File: config.mk
export PLATFORM = sky130hd
export DESIGN_NAME = adsr_step_unit
export DESIGN_NICKNAME = d
export VERILOG_FILES = /design/src/rtl/adsr_pkg.sv /design/src/rtl/adsr_step_unit.sv
export SDC_FILE = /design/constraint.sdc
export NUM_CORES = 1
export LEC_CHECK = 0
export BUFFER_PORTS_ARGS = -buffer_cell sky130_fd_sc_hd__buf_4
export CAP_MARGIN = 20
export CELL_PAD_IN_SITES_DETAIL_PLACEMENT = 1
export CELL_PAD_IN_SITES_GLOBAL_PLACEMENT = 1
export CORE_MARGIN = 2
export CORE_UTILIZATION = 25
export CTS_BUF_LIST = sky130_fd_sc_hd__clkbuf_4
export CTS_CLUSTER_DIAMETER = 120
export CTS_CLUSTER_SIZE = 40
export DETAILED_ROUTE_END_ITERATION = 7
export GPL_TIMING_DRIVEN = 0
export PLACE_DENSITY_LB_ADDON = 0.1
export SYNTH_ARGS = -nofsm -noshare
export SYNTH_HDL_FRONTEND = slang
export SYNTH_SLANG_ARGS = --single-unit
export TNS_END_PERCENT = 30
File: constraint.sdc
create_clock -name clk -period 18.4 [get_ports clk]
set_input_delay 0.92 -clock clk [delete_from_list [all_inputs] [get_ports clk]]
set_output_delay 0.92 -clock clk [all_outputs]
set_load 0.01 [all_outputs]
File: src/rtl/adsr_pkg.sv
// Shared types, codes and the rate selection function of the envelope generator.
`timescale 1ns / 1ps

package adsr_pkg;

    localparam logic [2:0] CMD_TICK    = 3'd0;
    localparam logic [2:0] CMD_KEY_ON  = 3'd1;
    localparam logic [2:0] CMD_KEY_OFF = 3'd2;
    localparam logic [2:0] CMD_STOP    = 3'd3;
    localparam logic [2:0] CMD_WRITE   = 3'd4;

    localparam logic [2:0] PH_ATTACK  = 3'd0;
    localparam logic [2:0] PH_DECAY   = 3'd1;
    localparam logic [2:0] PH_SUSTAIN = 3'd2;
    localparam logic [2:0] PH_RELEASE = 3'd3;
    localparam logic [2:0] PH_STOPPED = 3'd4;

    localparam logic [15:0] LEVEL_MAX  = 16'h7fff;
    localparam logic [15:0] EXP_KNEE   = 16'h6000;
    localparam logic [15:0] CINC_BASE  = 16'h8000;
    localparam logic [4:0]  SHIFT_KNEE = 5'd11;
    localparam logic [4:0]  SHIFT_MID  = 5'd10;
    localparam logic [6:0]  RATE_INF   = 7'h7f;
    localparam logic signed [3:0] STEP_FALL = 4'b1000;

    typedef struct packed {
        logic              decr;
        logic              expo;
        logic [4:0]        shift;
        logic signed [3:0] step;
        logic [15:0]       target;
        logic              infinite;
    } rate_t;

    typedef struct packed {
        logic [14:0] level;
        logic [2:0]  phase;
        logic [15:0] counter;
        rate_t       rate;
        logic [15:0] ad;
        logic [15:0] sr;
        logic        running;
    } voice_state_t;

    function automatic rate_t cache_rate(input logic [2:0] phase, input logic [15:0] ad,
                                         input logic [15:0] sr, input rate_t old);
        rate_t r;
        r = old;
        unique case (phase)
            PH_ATTACK:
            begin
                r.decr     = 1'b0;
                r.expo     = ad[15];
                r.shift    = ad[14:10];
                r.step     = $signed(4'd7 - {2'b00, ad[9:8]});
                r.target   = LEVEL_MAX;
                r.infinite = (ad[14:8] == RATE_INF);
            end
            PH_DECAY:
            begin
                r.decr     = 1'b1;
                r.expo     = 1'b1;
                r.shift    = {1'b0, ad[7:4]};
                r.step     = STEP_FALL;
                r.target   = {({1'b0, ad[3:0]} + 5'd1), 11'd0};
                r.infinite = (ad[7:4] == 4'hf);
            end
            PH_SUSTAIN:
            begin
                r.decr     = sr[14];
                r.expo     = sr[15];
                r.shift    = sr[12:8];
                r.step     = sr[14] ? $signed({2'b00, sr[7:6]} - 4'd8)
                                    : $signed(4'd7 - {2'b00, sr[7:6]});
                r.target   = 16'd0;
                r.infinite = (sr[12:6] == RATE_INF);
            end
            PH_RELEASE:
            begin
                r.decr     = 1'b1;
                r.expo     = sr[5];
                r.shift    = sr[4:0];
                r.step     = STEP_FALL;
                r.target   = 16'd0;
                r.infinite = (sr[4:0] == 5'h1f);
            end
            default:
            begin
                r = old;
            end
        endcase
        return r;
    endfunction

endpackage

File: src/rtl/adsr_step_unit.sv
// Envelope step datapath: rate and multiply stage, then level update and command handling.
`timescale 1ns / 1ps

module adsr_step_unit
    import adsr_pkg::*;
(
    input  logic         clk,
    input  logic         load,
    input  voice_state_t cur,
    input  logic [2:0]   cmd,
    input  logic [15:0]  ad_word,
    input  logic [15:0]  sr_word,
    output voice_state_t nxt
);

    logic [4:0]         sh;
    logic [3:0]         k;
    logic [15:0]        cinc;
    logic signed [15:0] linc_raw;
    logic signed [15:0] linc;
    logic               knee;
    logic               use_mult;
    logic [15:0]        cnt_sum;
    logic signed [31:0] product;

    logic [15:0]        cnt_sum_reg;
    logic signed [15:0] linc_reg;
    logic signed [31:0] prod_reg;
    logic               use_mult_reg;

    logic signed [15:0] step_lvl;
    logic signed [16:0] lvl_sum;
    logic [14:0]        lvl_clamped;
    logic [14:0]        lvl_new;
    logic               overflow;
    logic               reach;
    voice_state_t       t;
    voice_state_t       rest;

    always_comb
    begin
        sh       = cur.rate.shift;
        k        = (sh < SHIFT_KNEE) ? 4'(SHIFT_KNEE - sh) : 4'd0;
        cinc     = (sh > SHIFT_KNEE) ? (CINC_BASE >> (sh - SHIFT_KNEE)) : CINC_BASE;
        linc_raw = $signed({{12{cur.rate.step[3]}}, cur.rate.step}) <<< k;
        linc     = linc_raw;
        knee     = cur.rate.expo && !cur.rate.decr && ({1'b0, cur.level} >= EXP_KNEE);
        use_mult = cur.rate.expo && cur.rate.decr;
        if (knee)
        begin
            priority if (sh < SHIFT_MID)
            begin
                linc = linc_raw >>> 2;
            end
            else if (sh >= SHIFT_KNEE)
            begin
                cinc = cinc >> 2;
            end
            else
            begin
                cinc = cinc >> 1;
                linc = linc_raw >>> 1;
            end
        end
        if (!cur.rate.infinite && (cinc == 16'd0))
        begin
            cinc = 16'd1;
        end
        cnt_sum = cur.counter + cinc;
        product = linc_raw * $signed({1'b0, cur.level});
    end

    always_ff @(posedge clk)
    begin
        if (load)
        begin
            cnt_sum_reg  <= cnt_sum;
            linc_reg     <= linc;
            prod_reg     <= product;
            use_mult_reg <= use_mult;
        end
    end

    // The product shifted right by 15 with sign rounds toward minus infinity.
    always_comb
    begin
        step_lvl    = use_mult_reg ? prod_reg[30:15] : linc_reg;
        overflow    = cnt_sum_reg[15];
        lvl_sum     = $signed({2'b00, cur.level}) + $signed({step_lvl[15], step_lvl});
        priority if (lvl_sum < 17'sd0)
        begin
            lvl_clamped = 15'd0;
        end
        else if (lvl_sum > $signed({1'b0, LEVEL_MAX}))
        begin
            lvl_clamped = LEVEL_MAX[14:0];
        end
        else
        begin
            lvl_clamped = lvl_sum[14:0];
        end
        lvl_new = overflow ? lvl_clamped : cur.level;
        reach   = cur.rate.decr ? ({1'b0, lvl_new} <= cur.rate.target)
                                : ({1'b0, lvl_new} >= cur.rate.target);

        t = cur;
        if (cur.phase > PH_RELEASE)
        begin
            t.running = 1'b0;
        end
        else
        begin
            t.counter = overflow ? 16'd0 : cnt_sum_reg;
            t.level   = lvl_new;
            if ((cur.phase != PH_SUSTAIN) && reach)
            begin
                t.phase = cur.phase + 3'd1;
                t.rate  = cache_rate(t.phase, cur.ad, cur.sr, cur.rate);
                if (t.phase == PH_STOPPED)
                begin
                    t.running = 1'b0;
                end
            end
        end

        rest = cur;
        unique case (cmd)
            CMD_TICK:
            begin
                if (cur.running)
                begin
                    rest = t;
                end
            end
            CMD_KEY_ON:
            begin
                rest.running = 1'b1;
                rest.level   = 15'd0;
                rest.counter = 16'd0;
                rest.phase   = PH_ATTACK;
                rest.rate    = cache_rate(PH_ATTACK, cur.ad, cur.sr, cur.rate);
            end
            CMD_KEY_OFF:
            begin
                if (cur.phase < PH_RELEASE)
                begin
                    rest.phase = PH_RELEASE;
                    rest.rate  = cache_rate(PH_RELEASE, cur.ad, cur.sr, cur.rate);
                end
            end
            CMD_STOP:
            begin
                rest.level   = 15'd0;
                rest.phase   = PH_STOPPED;
                rest.running = 1'b0;
            end
            CMD_WRITE:
            begin
                rest.ad = ad_word;
                rest.sr = sr_word;
            end
            default:
            begin
                rest = cur;
            end
        endcase
        nxt = rest;
    end

endmodule

==> out/summary.txt, run 1 <==
Layout cells sized above 1 = 14.6%
Synth cell types = 80
Final worst setup slack = 8.74 ns
Slew headroom = 32.4%
Placed Cells incl. Taps = 2959
Final design utilization = 29.7%
Share of the synthesized area in the top cell type = 30.6%
DRC = 0
Routed vias = 14100
Synth Area in Simple Gates = 15.5%
Number of max-cap violations = 0
Die Ht = 256 um
Core area = 0.0629 mm^2
Nets = 2627
Clock Tree Root = clkbuf_4
Status = finished clean
Gr ovfl total = 0
Post-CTS sizing = 0
Chip Width = 256 um
H-tree levels = 2
Clk sinks = 49
Hold slack = 0.774 ns
Post-synth top area cell = fa_1
Compound-Gate Fraction of Synth Area = 16.0%
Area contributors post-synth = fa_1 31%, ha_1 10%, edfxtp_1 9.3%
Vias/cell = 4.75
XOR/XNOR share of the synthesized area = 3.09%
Clock period minus worst slack = 9.66 ns
Gr usage total = 19.1%
DP Area = 0.0186 mm^2
Crit path kind = input port to register
Fmax = 0.103 GHz
Post-synth EDFFs = 49
Worst vdd ir = 0.231 mV
Initial DRT Pass Iterations = 5
Total chip power = 4.02 mW
Synthesized instance count = 1888
DRT Wirelength = 62400 um
Crit start category = input port
Final GP Congestion = 0.843
I/O Buffers = 222
Iter 0 DRT Violations = 729
Dpl ws = 8.16 ns
CP max stage delay = 0.62 ns
Die area = 0.0654 mm^2
Initial antenna violation count = 2
CTS tree = done
Wire per inst = 21.0 um
Largest family of logic cells by synthesized area = adder cells
Post-Synth Adder-Cell Area = 41.0%
Post-synthesis net count = 2393
Post-detail-place hpwl = 53700 um
Number of global-route vias before repair = 15400
Slowest CP cell = clkbuf_1
CP Capture Type = register
Final period util = 52.5%
Static Leak = 8.76 nW
Total CTS buffers = 5
WP buf/inv = 7
CP max FO = 10
Hold EP = cnt_sum_reg[0]
Crit-path leading delay family = adder cells
Setup repair bufs after CTS = 0
FP Rows = 92
Mapped cell area = 0.0158 mm^2
Longest Clk Path Bufs = 2
Endpoints failing setup = 0
FILL cells = 7551
P per Cell Area = 215 mW/mm^2
Mapped Avg Cell Area = 8.39 um^2
HP Class = input port to register
Hold-fix buffers, CTS = 0
CTS clk-pin slew, worst paths = 0.19 ns
Final-report hold violation count = 0
Slew of the pin with the lowest slew margin = 1.01 ns
Antenna-violating nets left = 0
Primary FF master, synth = edfxtp_1
Worst hold path stage count = 2
Final slew viol count = 0
Area growth, synth to finish = 18.0%
Hold path start = cur[61]
Mux cell area share after synthesis = 4.16%
Setup TNS = 0 ns
First-pass GRT wire length = 96400 um
Post-synthesis sequential area ratio = 9.29%
Most frequent cell on the critical path = fa_1
Initial Utilization = 25.2%
Worst path arrival time = 9.92 ns
Ys async rst share = 0%
Post-Layout Inst Area = 0.0187 mm^2
Worst path required time = 18.66 ns
IO Pins = 227
RSZ-0062 raised after global routing = no
Number of synthesized register bits = 49
Largest net degree at the start of global routing = 50
Ys Warns = 0
Fin cells = 2971
-- worst max-delay path by stage --
stage / startpoint / to / depth (start not counted)
after CTS: cur[56] / prod_reg[29] / 28
after floorplan: cur[58] / prod_reg[26] / 27
after global routing: cur[56] / prod_reg[29] / 29
after detailed placement: cur[56] / prod_reg[29] / 28
after global placement: cur[56] / prod_reg[29] / 27
final: cur[56] / prod_reg[29] / 28
-- layout make-up --
| cell class | count | area [um^2] | area share (%) |
|---|---|---|---|
| diodes | 2 | 5.00 | 0.0268 |
| plain buffers | 92 | 363 | 1.94 |
| clock buffers | 5 | 37.5 | 0.201 |
| clock inverters | 3 | 41.3 | 0.221 |
| inverters | 367 | 1380 | 7.37 |
| multi-input cells | 1380 | 12600 | 67.6 |
| flip-flops and latches | 49 | 1470 | 7.88 |
| well taps | 846 | 1060 | 5.67 |
| repair buffers | 227 | 1710 | 9.13 |
-- layer usage --
metal	global-route usage (%)	share of wire (%)	vias up
li1	-	-	6643
met1	26.9	49	7183
met2	32.0	47	252
met3	1.85	3.0	46
met4	3.46	1.5	0
met5	0	0	-
-- report_power, final --
part / switching [mW] / internal [mW]
Combinational: 2.19 / 1.43
Sequential: 0.0159 / 0.302
Clock: 0.0479 / 0.0281
-- layout by cell type, fill, tap and decap left out, types with 49 or more instances in the layout --
cell / synthesis / final
a21oi_1: 98 / 98
fa_1: 242 / 242
nand2_1: 206 / 206
and2_1: 78 / 78
o21ai_0: 65 / 65
edfxtp_1: 49 / 49
clkbuf_1: 77 / 77
buf_4: 1 / 226
ha_1: 131 / 131
inv_1: 364 / 364
nor2_1: 105 / 105
-- cell families (layout without fill, tap and decap cells) --
group	count (synthesis)	in the layout
flops	49	49
compound gates	372	372
mux	59	59
xor+xnor	55	55
buf+inv	459	694
fa+ha+maj	373	373
other cells	0	2
simple gates	521	521
-- Yosys cell counts, drive strengths merged, types with 26 or more instances --
cell and number:
nor3 26, and3 30, edfxtp 49, nand2 206, nor2 105, fa 242
xnor2 46, mux2 45, a21oi 98, ha 131, clkbuf 78, o21ai 71
inv 366, and2 78
(Power assumes the default switching activity.)
==> run 2: changes to the inputs <==
==> constraint.sdc (replaced) <==
create_clock -name clk -period 9.6 [get_ports clk]
set_input_delay 0.48 -clock clk [delete_from_list [all_inputs] [get_ports clk]]
set_output_delay 0.48 -clock clk [all_outputs]
set_load 0.01 [all_outputs]
==> out/summary.txt, run 2 (same netlist as run 1, synthesis figures left out) <==
Static Leak = 8.78 nW (+0.16%)
I/O Buffers = 222 (unchanged)
Final GP Congestion = 0.843 (unchanged)
Final worst setup slack = 0.575 ns (-8.16 ns)
Die Ht = 256 um (unchanged)
CTS clk-pin slew, worst paths = 0.19 ns (about the same)
P per Cell Area = 411 mW/mm^2 (+91%)
Initial Utilization = 25.2% (unchanged)
Chip Width = 256 um (unchanged)
CP Capture Type = register
WP buf/inv = 7 (unchanged)
Final slew viol count = 0 (unchanged)
Initial DRT Pass Iterations = 5 (unchanged)
Final-report hold violation count = 0 (unchanged)
Number of global-route vias before repair = 15400 (unchanged)
Slowest CP cell = fa_1
DRC = 0 (unchanged)
Longest Clk Path Bufs = 2 (unchanged)
Dpl ws = -0.197 ns (-8.36 ns)
Clock Tree Root = clkbuf_4
Endpoints failing setup = 0 (unchanged)
Area growth, synth to finish = 18.1% (about the same)
Slew of the pin with the lowest slew margin = 0.959 ns (-0.0504 ns)
Post-detail-place hpwl = 53700 um (unchanged)
Final period util = 94.0%
Status = finished clean
Total chip power = 7.69 mW (+91%)
RSZ-0062 raised after global routing = yes
CP max stage delay = 0.57 ns (-0.05 ns)
Worst path arrival time = 9.28 ns (-0.64 ns)
DRT Wirelength = 62400 um (about the same)
Layout cells sized above 1 = 14.9% (+0.33 points)
Total CTS buffers = 5 (unchanged)
Gr ovfl total = 0 (unchanged)
Clk sinks = 49 (unchanged)
Iter 0 DRT Violations = 748 (+2.6%)
Clock period minus worst slack = 9.03 ns
Number of max-cap violations = 0 (unchanged)
First-pass GRT wire length = 96400 um (unchanged)
Gr usage total = 19.1% (unchanged)
Final design utilization = 29.7% (about the same)
Initial antenna violation count = 2 (unchanged)
IO Pins = 227 (unchanged)
Crit start category = input port
Vias/cell = 4.78 (+0.51%)
Routed vias = 14200 (+0.47%)
Crit-path leading delay family = adder cells
HP Class = input port to register
Slew headroom = 35.4% (+2.9 points)
Most common cell after layout, fill and taps aside = inv_1
H-tree levels = 2 (unchanged)
FILL cells = 7549 (-0.026%)
Largest net degree at the start of global routing = 50 (unchanged)
Worst vdd ir = 0.441 mV (+91%)
Most frequent cell on the critical path = fa_1
Crit path kind = input port to register
Nets = 2627 (unchanged)
Core area = 0.0629 mm^2 (unchanged)
Worst path required time = 9.85 ns (-8.81 ns)
FP Rows = 92 (unchanged)
Most frequent cells in the layout = 364 x inv_1, 242 x fa_1, 226 x buf_4
Setup TNS = 0 ns (unchanged)
CP max FO = 10 (unchanged)
Wire per inst = 21.0 um (+0.12%)
Die area = 0.0654 mm^2 (unchanged)
Antenna-violating nets left = 0 (unchanged)
CTS tree = done
Fmax = 0.111 GHz
run 2: cell types whose count changed in the layout (fill, tap and decap cells not counted), moves of 2 or more:
cell	previous run	this run
a21oi_1	98	96
a21oi_2	0	2
clkbuf_1	77	74
clkbuf_2	1	5
run 2: power by group:
part	total (mW)	internal, mW	switching (mW)
logic	6.93	2.75	4.19
clock network	0.145	0.0539	0.0908
registers	0.608	0.578	0.0303
run 2: path summary, 6_finish.rpt:
check                from        endpoint  slack (ns)  cells past startpoint
setup / recovery  cur[57]    prod_reg[29]        0.57                     28
hold / removal    cur[61]  cnt_sum_reg[0]        0.34                      2
run 2: layout make-up:
cell class	count	area (um^2)	share of cell area [%]
repair buffers	227	1710	9.12
clock buffers	5	37.5	0.201
plain buffers	92	368	1.97
flip-flops and latches	49	1470	7.87
inverters	367	1380	7.37
clock inverters	3	41.3	0.221
multi-input cells	1380	12600	67.6
well taps	846	1060	5.66
diodes	1	2.50	0.0134
run 2: what timing repair did:
| item | in CTS | in global routing |
|---|---|---|
| gates resized for setup | 0 | 10 |
| setup endpoints to repair | 0 | 10 |
| setup buffers | 0 | 0 |
| hold buffers | 0 | 0 |
run 2: routing by layer:
layer  global-route usage, %  part of all wire (%)
met1                    26.9                    49
met2                    32.0                    47
met3                    1.85                   2.8
met4                    3.46                   1.5
met5                       0                     0
run 2: through the flow:
| step | cells | hold slack [ns] | instance area [um^2] |
|---|---|---|---|
| finish | 2970 | 0.341 | 18700 |
| global route | 2970 | 0.313 | 18700 |
| CTS | 2967 | 0.299 | 18700 |
| detailed placement | 2959 | 0.815 | 18600 |
| global placement | 2956 | 0.802 | 18600 |
| floorplan | 1888 | 0.592 | 15800 |
==> run 3: changes to the inputs <==
--- a/config.mk
+++ b/config.mk
@@ -17,6 +17,7 @@
 export DETAILED_ROUTE_END_ITERATION = 7
 export GPL_TIMING_DRIVEN = 0
 export PLACE_DENSITY_LB_ADDON = 0.1
+export REMOVE_ABC_BUFFERS = 1
 export SYNTH_ARGS = -nofsm -noshare
 export SYNTH_HDL_FRONTEND = slang
 export SYNTH_SLANG_ARGS = --single-unit
==> out/summary.txt, run 3 (same netlist as run 1, synthesis figures left out) <==
H-tree levels = 2 (unchanged)
FP Rows = 92 (unchanged)
RSZ-0062 raised after global routing = no
P_sw = 3.78 mW (-12%)
Gr usage total = 18.4% (-0.75 points)
Total chip power = 7.15 mW (-6.9%)
Crit path kind = register to output port
Final-report hold violation count = 0 (unchanged)
Fin cells = 2889 (-2.7%)
Post-CTS sizing = 0 (unchanged)
Clock period minus worst slack = 8.52 ns (-0.510 ns)
I/O Buffers = 226 (+1.8%)
Worst path required time = 9.12 ns (-0.73 ns)
Pint = 3.37 mW (-0.22%)
First-pass GRT wire length = 94100 um (-2.4%)
Chip Width = 256 um (unchanged)
Routed vias = 13900 (-2.4%)
Endpoints failing setup = 0 (unchanged)
Static Leak = 8.73 nW (-0.55%)
Total CTS buffers = 5 (unchanged)
Clk pwr share = 1.9% (about the same)
Layout cells sized above 1 = 15.9% (+0.94 points)
CP max FO = 21 (+11)
HP Class = input port to register
DRT Wirelength = 59900 um (-4.0%)
Final GP Congestion = 0.823 (-2.4%)
Clock Tree Root = clkbuf_4
Hold EP = cnt_sum_reg[0]
CTS clk-pin slew, worst paths = 0.17 ns (-0.02 ns)
Iter 0 DRT Violations = 469 (-37%)
Final period util = 88.7% (-5.3 points)
Logic pwr share = 89.7% (-0.5 points)
FILL cells = 7498 (-0.68%)
Worst vdd ir = 0.297 mV (-33%)
Number of max-cap violations = 0 (unchanged)
Worst path arrival time = 8.04 ns (-1.24 ns)
Core area = 0.0629 mm^2 (unchanged)
Vias/cell = 4.79 (+0.35%)
Die Ht = 256 um (unchanged)
P per Cell Area = 386 mW/mm^2 (-6.2%)
Final worst setup slack = 1.08 ns (+0.510 ns)
Final slew viol count = 0 (unchanged)
DP Area = 0.0185 mm^2 (-0.66%)
Fmax = 0.117 GHz (+6.0%)
Initial Utilization = 25.2% (unchanged)
Number of global-route vias before repair = 15500 (+0.94%)
Slew of the pin with the lowest slew margin = 1.11 ns (+0.148 ns)
Area growth, synth to finish = 17.1%
Hold path start = cur[61]
Power share of the sequential group = 8.4% (+0.5 points)
Setup TNS = 0 ns (unchanged)
Setup repair bufs after CTS = 0 (unchanged)
Status = finished clean
Most common cell after layout, fill and taps aside = inv_1
Post-detail-place hpwl = 48700 um (-9.3%)
DRC = 0 (unchanged)
Nets = 2546 (-3.1%)
Largest net degree at the start of global routing = 50 (unchanged)
Worst hold path stage count = 2 (unchanged)
CTS tree = done
Initial DRT Pass Iterations = 5 (unchanged)
CP Capture Type = output port
Crit start category = register
Longest Clk Path Bufs = 2 (unchanged)
Most frequent cells in the layout = 364 x inv_1, 242 x fa_1, 231 x buf_4
Post-Layout Inst Area = 0.0185 mm^2 (-0.78%)
Placed Cells incl. Taps = 2879 (-2.7%)
Die area = 0.0654 mm^2 (unchanged)
Wire per inst = 20.7 um (-1.3%)
IO Pins = 227 (unchanged)
Switching Fraction = 52.9% (-3.2 points)
Clk sinks = 49 (unchanged)
Initial antenna violation count = 5 (+3)
Gr ovfl total = 0 (unchanged)
Hold slack = 0.358 ns (+0.0175 ns)
Antenna-violating nets left = 0 (unchanged)
Slew headroom = 26.2% (-9.2 points)
Hold-fix buffers, CTS = 0 (unchanged)
Final design utilization = 29.5% (-0.23 points)
Dpl ws = 0.554 ns (+0.751 ns)
-- run 3: changes by cell type in the layout (fill, tap and decap cells not counted), sizes merged --
cell | before | now
buf | 240 | 238
clkbuf | 84 | 5
-- run 3: routing by layer --
layer | track usage [%] | vias up | wire, um
met4 | 2.36 | 0 | 554
li1 | - | 6472 | -
met3 | 0.862 | 26 | 1120
met5 | 0 | - | 0
met2 | 32.4 | 167 | 29400
met1 | 25.5 | 7187 | 28900
-- run 3: how the worst max path moves through the flow --
stage,start,end,cells past startpoint
floorplan,cur[56],prod_reg[30],25
global placement,cur[57],prod_reg[30],28
detailed placement,cur[57],prod_reg[26],26
CTS,cur[57],prod_reg[26],26
global route,use_mult_reg,nxt[50],21
finish,use_mult_reg,nxt[50],20
-- run 3: power groups by stage --
stage	clock network, mW	registers, mW	logic, mW
final	0.134	0.601	6.42
after global routing	0.143	0.606	7.41
after CTS	0.140	0.601	6.57
after detailed placement	0	0.606	6.53
after global placement	0	0.605	6.36
after floorplan	0	0.591	4.79
-- run 3: critical path: stages, from the launching register on --
cell       delay, ns
edfxtp_1        0.97
mux2i_1         0.39
inv_1           0.08
ha_1            0.30
a211oi_1        0.35
o21ai_0         0.20
and3_1          0.22
a311oi_1        0.59
a21oi_1         0.22
xnor2_2         0.72
nor2_1          0.11
o22ai_1         0.22
ha_1            0.31
a2111oi_0       0.42
o21ai_0         0.22
a221o_1         0.36
o211ai_1        0.30
or3_1           0.76
nor2_1          0.25
a221o_1         0.43
buf_4           0.17
-- run 3: layout make-up --
class	instances	area (um^2)	area share [%]
multi-input combinational	1380	12700	68.4
clock buffer	5	37.5	0.202
clock inverter	3	41.3	0.223
timing repair buffer	238	1880	10.1
inverter	367	1380	7.43
antenna	1	2.50	0.0135
tap	846	1060	5.71
sequential	49	1470	7.93
